`config.mk`:
```
export PLATFORM = sky130hd
export DESIGN_NAME = telnet_option_filter
export DESIGN_NICKNAME = d
export VERILOG_FILES = /design/src/hw/rtl/tof_pkg.sv /design/src/hw/rtl/tof_front.sv /design/src/hw/rtl/tof_queue.sv /design/src/hw/rtl/tof_back.sv /design/src/hw/rtl/telnet_option_filter.sv
export SDC_FILE = /design/constraint.sdc
export NUM_CORES = 1
export LEC_CHECK = 0
export BUFFER_PORTS_ARGS = -buffer_cell sky130_fd_sc_hd__buf_2
export CORE_ASPECT_RATIO = 0.6
export CORE_UTILIZATION = 60
export DETAILED_ROUTE_END_ITERATION = 6
export PLACE_DENSITY = 0.78
export SYNTH_ARGS = -nofsm -noshare
export SYNTH_HDL_FRONTEND = slang
export SYNTH_SLANG_ARGS = --single-unit
```
`constraint.sdc`:
```
create_clock -name clk -period 7.52 [get_ports clk]
set_input_delay 1.128 -clock clk [delete_from_list [all_inputs] [get_ports clk]]
set_output_delay 1.128 -clock clk [all_outputs]
set_load 0.005 [all_outputs]
```
`src/hw/rtl/tof_pkg.sv`:
```
`timescale 1ns / 1ps
`default_nettype none

package tof_pkg;

  // telnet protocol bytes
  localparam logic [7:0] B_IAC  = 8'd255;
  localparam logic [7:0] B_DONT = 8'd254;
  localparam logic [7:0] B_DO   = 8'd253;
  localparam logic [7:0] B_WONT = 8'd252;
  localparam logic [7:0] B_WILL = 8'd251;
  localparam logic [7:0] B_SB   = 8'd250;
  localparam logic [7:0] B_SE   = 8'd240;

  localparam logic [7:0] OPT_ECHO  = 8'd1;
  localparam logic [7:0] OPT_TTYPE = 8'd24;
  localparam logic [7:0] OPT_COMP2 = 8'd86;
  localparam logic [7:0] OPT_MSSP  = 8'd70;
  localparam logic [7:0] TT_IS     = 8'd0;
  localparam logic [7:0] TT_SEND   = 8'd1;

  // input actions
  localparam logic [1:0] ACT_NET     = 2'd0;
  localparam logic [1:0] ACT_HOST    = 2'd1;
  localparam logic [1:0] ACT_CONNECT = 2'd2;

  // job queue between parser and emitter
  localparam int QDEPTH = 4;
  localparam int QPTR_W = $clog2(QDEPTH);

  typedef struct packed {
    logic [1:0] action;
    logic [7:0] data_byte;
  } in_word_t;

  typedef struct packed {
    logic       to_network;
    logic [7:0] out_byte;
    logic       last_of_run;
    logic       echo_enabled;
  } out_word_t;

  typedef enum logic [2:0] {
    JOB_TO_HOST = 3'd0,
    JOB_TO_NET  = 3'd1,
    JOB_TRIPLE  = 3'd2,
    JOB_TTYPE   = 3'd3,
    JOB_OFFERS  = 3'd4
  } job_kind_t;

  typedef struct packed {
    job_kind_t  kind;
    logic [7:0] verb;   // reply verb of a triple
    logic [7:0] value;  // data byte or option
    logic       echo;   // echo flag after the step
    logic [1:0] term;   // terminal kind for ttype is
  } job_t;

  function automatic logic [2:0] name_len(input logic [1:0] k);
    name_len = (k == 2'd1) ? 3'd5 : 3'd4;
  endfunction

  function automatic logic [7:0] name_char(input logic [1:0] k, input logic [2:0] i);
    logic [39:0] s;
    begin
      unique case (k)
        2'd0:    s = {"VT52", 8'd0};
        2'd1:    s = "VT100";
        2'd2:    s = {"ANSI", 8'd0};
        default: s = {"DUMB", 8'd0};
      endcase
      case (i)
        3'd0:    name_char = s[39:32];
        3'd1:    name_char = s[31:24];
        3'd2:    name_char = s[23:16];
        3'd3:    name_char = s[15:8];
        default: name_char = s[7:0];
      endcase
    end
  endfunction

  function automatic logic [3:0] job_len(input job_t j);
    unique case (j.kind)
      JOB_TO_HOST: job_len = 4'd1;
      JOB_TO_NET:  job_len = (j.value == B_IAC) ? 4'd2 : 4'd1;
      JOB_TRIPLE:  job_len = 4'd3;
      JOB_TTYPE:   job_len = 4'd6 + {1'b0, name_len(j.term)};
      JOB_OFFERS:  job_len = 4'd12;
      default:     job_len = 4'd1;
    endcase
  endfunction

  function automatic logic [7:0] job_byte(input job_t j, input logic [3:0] idx);
    logic [3:0] n;
    begin
      n = idx - 4'd4;
      unique case (j.kind)
        JOB_TO_HOST, JOB_TO_NET: job_byte = j.value;
        JOB_TRIPLE: begin
          case (idx)
            4'd0:    job_byte = B_IAC;
            4'd1:    job_byte = j.verb;
            default: job_byte = j.value;
          endcase
        end
        JOB_TTYPE: begin
          if (idx == 4'd0) job_byte = B_IAC;
          else if (idx == 4'd1) job_byte = B_SB;
          else if (idx == 4'd2) job_byte = OPT_TTYPE;
          else if (idx == 4'd3) job_byte = TT_IS;
          else if (n < {1'b0, name_len(j.term)}) job_byte = name_char(j.term, n[2:0]);
          else if (n == {1'b0, name_len(j.term)}) job_byte = B_IAC;
          else job_byte = B_SE;
        end
        JOB_OFFERS: begin
          case (idx)
            4'd1:    job_byte = B_WONT;
            4'd2:    job_byte = OPT_ECHO;
            4'd4:    job_byte = B_WILL;
            4'd5:    job_byte = OPT_TTYPE;
            4'd7:    job_byte = B_WONT;
            4'd8:    job_byte = OPT_COMP2;
            4'd10:   job_byte = B_WONT;
            4'd11:   job_byte = OPT_MSSP;
            default: job_byte = B_IAC;
          endcase
        end
        default: job_byte = j.value;
      endcase
    end
  endfunction

endpackage

`default_nettype wire

```
`src/hw/rtl/tof_front.sv`:
```
`timescale 1ns / 1ps
`default_nettype none

module tof_front
  import tof_pkg::*;
(
  input  wire logic     clk,
  input  wire logic     rst,
  input  wire logic     in_valid,
  output logic          in_ready,
  input  wire in_word_t in_word,
  input  wire logic [1:0] terminal_kind,
  input  wire logic     q_full,
  output logic          q_push,
  output job_t          q_job
);

  typedef enum logic [2:0] {
    PH_DATA   = 3'd0,
    PH_IAC    = 3'd1,
    PH_OPT    = 3'd2,
    PH_SBOPT  = 3'd3,
    PH_SB1    = 3'd4,
    PH_SBBODY = 3'd5,
    PH_SBIAC  = 3'd6
  } phase_t;

  localparam logic [1:0] VERB_DO   = 2'd0;
  localparam logic [1:0] VERB_DONT = 2'd1;
  localparam logic [1:0] VERB_WILL = 2'd2;
  localparam logic [1:0] VERB_WONT = 2'd3;

  phase_t     phase, phase_next;
  logic [1:0] pending_verb, pending_verb_next;
  logic [7:0] sub_option, sub_option_next;
  logic       sub_reply, sub_reply_next;
  logic       echo_on, echo_on_next;
  logic       job_valid;
  job_t       job;
  logic       fire;
  logic [7:0] b;

  assign in_ready = !q_full;
  assign fire     = in_valid && in_ready;
  assign b        = in_word.data_byte;

  always_comb begin
    phase_next        = phase;
    pending_verb_next = pending_verb;
    sub_option_next   = sub_option;
    sub_reply_next    = sub_reply;
    echo_on_next      = echo_on;
    job_valid         = 1'b0;
    job.kind          = JOB_TO_HOST;
    job.verb          = 8'd0;
    job.value         = b;
    job.term          = terminal_kind;
    case (in_word.action)
      ACT_NET: begin
        unique case (phase)
          PH_IAC: begin
            phase_next = PH_DATA;
            if (b == B_IAC) begin
              job_valid = 1'b1;
            end else if (b == B_DO) begin
              pending_verb_next = VERB_DO;
              phase_next        = PH_OPT;
            end else if (b == B_DONT) begin
              pending_verb_next = VERB_DONT;
              phase_next        = PH_OPT;
            end else if (b == B_WILL) begin
              pending_verb_next = VERB_WILL;
              phase_next        = PH_OPT;
            end else if (b == B_WONT) begin
              pending_verb_next = VERB_WONT;
              phase_next        = PH_OPT;
            end else if (b == B_SB) begin
              phase_next = PH_SBOPT;
            end
          end
          PH_OPT: begin
            phase_next = PH_DATA;
            if (b == OPT_ECHO && pending_verb == VERB_WILL) echo_on_next = 1'b0;
            if (b == OPT_ECHO && pending_verb == VERB_WONT) echo_on_next = 1'b1;
            job.kind = JOB_TRIPLE;
            if (pending_verb == VERB_DO) begin
              job_valid = 1'b1;
              job.verb  = (b == OPT_TTYPE) ? B_WILL : B_WONT;
            end else if (pending_verb == VERB_WILL) begin
              job_valid = 1'b1;
              job.verb  = (b == OPT_TTYPE) ? B_DO : B_DONT;
            end
          end
          PH_SBOPT: begin
            sub_option_next = b;
            sub_reply_next  = 1'b0;
            phase_next      = PH_SB1;
          end
          PH_SB1: begin
            if (b == B_IAC) begin
              sub_reply_next = 1'b0;
              phase_next     = PH_SBIAC;
            end else begin
              sub_reply_next = (sub_option == OPT_TTYPE) && (b == TT_SEND);
              phase_next     = PH_SBBODY;
            end
          end
          PH_SBBODY: begin
            if (b == B_IAC) phase_next = PH_SBIAC;
          end
          PH_SBIAC: begin
            if (b == B_SE) begin
              job_valid      = sub_reply;
              job.kind       = JOB_TTYPE;
              sub_reply_next = 1'b0;
              phase_next     = PH_DATA;
            end else begin
              phase_next = PH_SBBODY;
            end
          end
          default: begin
            // data phase, and the unused code
            if (b == B_IAC) begin
              phase_next = PH_IAC;
            end else begin
              job_valid  = 1'b1;
              phase_next = PH_DATA;
            end
          end
        endcase
      end
      ACT_HOST: begin
        job_valid = 1'b1;
        job.kind  = JOB_TO_NET;
      end
      ACT_CONNECT: begin
        phase_next     = PH_DATA;
        sub_reply_next = 1'b0;
        job_valid      = 1'b1;
        job.kind       = JOB_OFFERS;
      end
      default: begin
      end
    endcase
    job.echo = echo_on_next;
  end

  assign q_push = fire && job_valid;
  assign q_job  = job;

  always_ff @(posedge clk) begin
    if (rst) begin
      phase        <= PH_DATA;
      pending_verb <= VERB_DO;
      sub_option   <= 8'd0;
      sub_reply    <= 1'b0;
      echo_on      <= 1'b1;
    end else if (fire) begin
      phase        <= phase_next;
      pending_verb <= pending_verb_next;
      sub_option   <= sub_option_next;
      sub_reply    <= sub_reply_next;
      echo_on      <= echo_on_next;
    end
  end

endmodule

`default_nettype wire

```
`src/hw/rtl/tof_queue.sv`:
```
`timescale 1ns / 1ps
`default_nettype none

module tof_queue
  import tof_pkg::*;
(
  input  wire logic clk,
  input  wire logic rst,
  input  wire logic push,
  input  wire job_t push_job,
  output logic      full,
  input  wire logic pop,
  output logic      head_valid,
  output job_t      head_job
);

  job_t              mem [QDEPTH];
  logic [QPTR_W-1:0] wr_ptr;
  logic [QPTR_W-1:0] rd_ptr;
  logic [QPTR_W:0]   count;
  logic              do_pop;

  assign full       = (count == (QPTR_W+1)'(QDEPTH));
  assign head_valid = (count != '0);
  assign head_job   = mem[rd_ptr];
  assign do_pop     = pop && head_valid;

  always_ff @(posedge clk) begin
    if (push) mem[wr_ptr] <= push_job;
  end

  always_ff @(posedge clk) begin
    if (rst) begin
      wr_ptr <= '0;
      rd_ptr <= '0;
      count  <= '0;
    end else begin
      if (push) wr_ptr <= wr_ptr + 1'b1;
      if (do_pop) rd_ptr <= rd_ptr + 1'b1;
      if (push && !do_pop) count <= count + 1'b1;
      else if (!push && do_pop) count <= count - 1'b1;
    end
  end

endmodule

`default_nettype wire

```
`src/hw/rtl/tof_back.sv`:
```
`timescale 1ns / 1ps
`default_nettype none

module tof_back
  import tof_pkg::*;
(
  input  wire logic      clk,
  input  wire logic      rst,
  input  wire logic      head_valid,
  input  wire job_t      head_job,
  output logic           pop,
  output logic           out_valid,
  input  wire logic      out_ready,
  output out_word_t      out_word
);

  logic [3:0] idx;
  logic [3:0] len;
  logic       load;
  logic       last;

  assign len  = job_len(head_job);
  assign last = (idx == len - 4'd1);
  assign load = head_valid && (!out_valid || out_ready);
  assign pop  = load && last;

  always_ff @(posedge clk) begin
    if (rst) begin
      out_valid <= 1'b0;
      idx       <= 4'd0;
    end else begin
      if (load) begin
        out_valid <= 1'b1;
        idx       <= last ? 4'd0 : idx + 4'd1;
      end else if (out_ready) begin
        out_valid <= 1'b0;
      end
    end
  end

  always_ff @(posedge clk) begin
    if (load) begin
      out_word.to_network   <= (head_job.kind != JOB_TO_HOST);
      out_word.out_byte     <= job_byte(head_job, idx);
      out_word.last_of_run  <= last;
      out_word.echo_enabled <= head_job.echo;
    end
  end

endmodule

`default_nettype wire

```
`src/hw/rtl/telnet_option_filter.sv`:
```
// telnet option filter between a terminal (host side) and a network link
//
// input channel in_valid/in_ready/in_word: one word per item, action plus byte
// (network byte, host byte, or connection-opened event)
// output channel out_valid/out_ready/out_word: zero to twelve words per item,
// each tagged with its destination, last_of_run on the final one, and the
// echo flag as it stands after the item
// config: cfg_we/cfg_wdata writes terminal_kind (vt52, vt100, ansi, dumb),
// registered, reset value dumb
//
// with the emitter idle, an accepted item is first written into the job queue and
// its first word is then loaded into the output register that drives out_word
// throughput: one item per cycle in while the queue is not full, and one word per
// cycle out while the receiver is ready; a job holds the queue head for its run
// the 4-entry job queue lets the parser keep taking bytes while a long reply
// (connect offers, ttype is) drains; in_ready drops only when the queue is full
// items with no result (commands, subnegotiation body) never enter the queue
// when the receiver stalls, out_word holds and the emitter waits
// reset (rst, synchronous) returns the parser to the data phase, sets echo on,
// empties the queue and drops out_valid
`timescale 1ns / 1ps
`default_nettype none

module telnet_option_filter
  import tof_pkg::*;
(
  input  wire logic       clk,
  input  wire logic       rst,
  input  wire logic       in_valid,
  output logic            in_ready,
  input  wire in_word_t   in_word,
  output logic            out_valid,
  input  wire logic       out_ready,
  output out_word_t       out_word,
  input  wire logic       cfg_we,
  input  wire logic [1:0] cfg_wdata
);

  logic [1:0] terminal_kind;
  logic       q_full;
  logic       q_push;
  job_t       q_job;
  logic       q_pop;
  logic       head_valid;
  job_t       head_job;

  // config register
  always_ff @(posedge clk) begin
    if (rst) begin
      terminal_kind <= 2'd3;
    end else if (cfg_we) begin
      terminal_kind <= cfg_wdata;
    end
  end

  // parser: classifies each item into a job, or into none
  tof_front u_front (
    .clk           (clk),
    .rst           (rst),
    .in_valid      (in_valid),
    .in_ready      (in_ready),
    .in_word       (in_word),
    .terminal_kind (terminal_kind),
    .q_full        (q_full),
    .q_push        (q_push),
    .q_job         (q_job)
  );

  // decouples parser from emitter
  tof_queue u_queue (
    .clk        (clk),
    .rst        (rst),
    .push       (q_push),
    .push_job   (q_job),
    .full       (q_full),
    .pop        (q_pop),
    .head_valid (head_valid),
    .head_job   (head_job)
  );

  // emitter: expands a job into output words
  tof_back u_back (
    .clk        (clk),
    .rst        (rst),
    .head_valid (head_valid),
    .head_job   (head_job),
    .pop        (q_pop),
    .out_valid  (out_valid),
    .out_ready  (out_ready),
    .out_word   (out_word)
  );

endmodule

`default_nettype wire

```
==> impl_metrics.json <==
{
  "syn2layout_area_growth_pct": 14.19,
  "io_buffers": 29,
  "synth.area.top_cells": "edfxtp_1, dfxtp_1, mux4_2",
  "ys.flop_type": "edfxtp_1",
  "clk_pin_slew_ps": 60,
  "place_hpwl_um": 10390,
  "synth_nets": 543,
  "wire_per_inst_um": 21.85,
  "fin_tns_setup_ps": 0,
  "synth_seq_area_share_pct": 54.19,
  "slew-limit-headroom_pct": 10.59,
  "start_util_pct": 63.69,
  "syn_avg_cell_area_um2": 12.03,
  "hold_viol": 0,
  "synthCells": 499,
  "clockBufferDepth": 2,
  "endpoint_kind": "flip-flop",
  "yosysWarnings": 0,
  "ys_ff_latch": 121,
  "die_y_um": 79.48,
  "fp.dieW_um": 131.1,
  "syn_area_mm2": 0.006003,
  "critPathLaunchType": "flip-flop",
  "grtUsageTotal_pct": 30.11,
  "p_leak_nw": 2.511,
  "power.total_mw": 2.170,
  "powerDensity_mw_per_mm2": 316.6,
  "antenna_left": 0,
  "rsz0062_at_grt": "no",
  "drc": 0,
  "drt_first_pass_iters": 5,
  "grt_pass1_wl_um": 22780,
  "worstPathMaxFanout": 18,
  "grt-ovfl-total": 0,
  "hold_class": "flip-flop to flip-flop",
  "numCtsBuffers": 17,
  "p_int_mw": 1.546,
  "post-synth-top-count-cell": "edfxtp_1",
  "power_frac_comb_pct": 21.8,
  "slew_violations": 0,
  "fp-row-count": 27,
  "yosys.area.top_type_share_pct": 41.52,
  "viasPerCell": 6.490,
  "synth_edf_count": 83,
  "p_switching_mw": 0.6248,
  "drtIter0Drc": 381,
  "io_pins": 30,
  "wl_met3_um": 1847,
  "pwr-share-clk_pct": 39.7,
  "worst_ep_required_time_ps": 7800,
  "synthTopCellsByCount": "edfxtp_1, nor2_1, dfxtp_1",
  "highest_layer": "met4",
  "min_from": "u_back.out_valid$_SDFFE_PP0P_",
  "core_mm2": 0.009425,
  "post_cts_buffers": 0,
  "holdBufCountCts": 0,
  "wl_met1_um": 6562,
  "totalWireLength_um": 14660,
  "grt_max_degree": 34,
  "cts_sinks": 121,
  "post_cts_resized": 0,
  "min_period_ps": 5132,
  "wl_met2_um": 5989,
  "die-area_mm2": 0.01042,
  "holdWs_ps": 474.9,
  "routabilityCongestion": 0.9568,
  "status": "complete, no violations",
  "clk_latency_ps": 410,
  "vdd_drop_max_v": 0.0001926,
  "fmax_ghz": 0.1948,
  "setup_violations": 0,
  "tightest_slew_ps": 1307,
  "synth_area_leader_cell": "edfxtp_1",
  "finClkSkew_ps": 11.30,
  "maxCapViolCount": 0,
  "diodes": 0,
  "cts_root_buffer": "clkbuf_16",
  "htreeDepth": 4,
  "critPathKind": "flip-flop to flip-flop",
  "vias": 4355,
  "period_share_pct": 68.25,
  "antenna_found_initial": 0,
  "ys_types": 78,
  "cts_tree": "done",
  "pwr-share-seq_pct": 38.5,
  "drive_gt1_share_pct": 17.74,
  "final_nets": 572,
  "swShare_pct": 28.79,
  "arrival_ps": 5410,
  "fill_cells": 630,
  "async_reset_ff_share_pct": 0,
  "first_global_vias": 4032
}
area by class of cell:
class,instances,area [µm²],area share (%)
flip-flops and latches,121,3253,47.45
multi-input cells,332,2560,37.34
clock buffers,20,456.7,6.662
clock inverters,12,172.7,2.519
well taps,130,162.7,2.373
repair buffers,30,152.6,2.227
inverters,26,97.59,1.424
stage by stage:
stage | instance area (µm²) | worst slack, ps | utilization (%) | instances
final | 6855 | 2388 | 72.73 | 671
after global routing | 6855 | 2096 | 72.73 | 671
after CTS | 6855 | 2490 | 72.73 | 671
after detailed placement | 6226 | 2541 | 66.06 | 639
after global placement | 6226 | 2837 | 66.06 | 639
after floorplan | 6003 | 3244 | - | 499
layout by cell type (no fill, tap or decap), drive strengths merged, types with 4 or more instances in the layout:
master	count
a21oi	31
a221oi	4
a22oi	4
and2	8
and3	7
buf	30
bufinv	4
clkbuf	20
clkinv	5
clkinvlp	4
dfxtp	38
edfxtp	83
ha	26
inv	25
mux2i	14
mux4	18
nand2	22
nand2b	4
nand3	6
nand4	6
nor2	56
nor2b	7
nor3	13
nor4b	4
o21ai	22
o22ai	5
or3	6
xor2	8
power by group through the flow:
stage / registers [mW] / clock network, mW / logic, mW
after global routing: 0.843 / 0.889 / 0.514
after detailed placement: 0.849 / 0 / 0.462
after floorplan: 0.839 / 0 / 0.319
after CTS: 0.836 / 0.864 / 0.465
after global placement: 0.845 / 0 / 0.449
final: 0.836 / 0.861 / 0.474
registers in the layout (all words and copies together) (netlist names), named ones only:
signal	count
u_queue.count	3
u_front.echo_on	1
u_back.idx	4
terminal_kind	2
u_back.out_valid	1
u_front.sub_reply	1
u_queue.rd_ptr	2
u_queue.wr_ptr	2
u_front.phase	3
u_queue.mem	72
u_front.sub_option	8
u_back.out_word	11
u_front.pending_verb	2
worst max-delay path, cell delays in order (launching register included):
cell and delay [ps]:
dfxtp_1 910, mux4_2 460, inv_1 130, ha_1 280, nand2b_1 160, o21ai_2 70
nor2_1 160, inv_1 100, ha_1 240, xnor2_1 390, nor4b_2 400, o31ai_4 110
a21oi_2 280, a2bb2oi_1 290, nor2_1 140, ha_1 360, nor4_1 400, a211oi_1 110
routing by layer:
metal / up-vias / GRT usage, %
met2: 270 / 41.54
met5: - / 0
met4: 0 / 11.88
met3: 30 / 9.333
met1: 2106 / 43.98
li1: 1949 / -
final timing paths:
path / cells after the start / end / slack [ps]
worst max-delay path: 17 / flip-flop / 2390
worst min-delay path: 2 / u_back.out_valid$_SDFFE_PP0P_ / 470
worst max register to register: 17 / flip-flop / 2390
worst min register to register: 2 / u_back.out_valid$_SDFFE_PP0P_ / 470
cells by family (layout without fill, tap and decap cells):
| group | Yosys count | count (layout) | synth area share, % |
|---|---|---|---|
| AND/OR/NAND/NOR | 154 | 154 | 13.59 |
| flip-flops | 121 | 121 | 54.19 |
| AO/OA/AOI/OAI | 106 | 106 | 12.23 |
| buffers and inverters | 46 | 88 | 3.168 |
| multiplexers | 34 | 34 | 9.462 |
| adder cells (fa/ha/maj) | 27 | 27 | 5.752 |
| XOR/XNOR | 11 | 11 | 1.605 |
No activity file was read; power rests on OpenSTA's default activity.
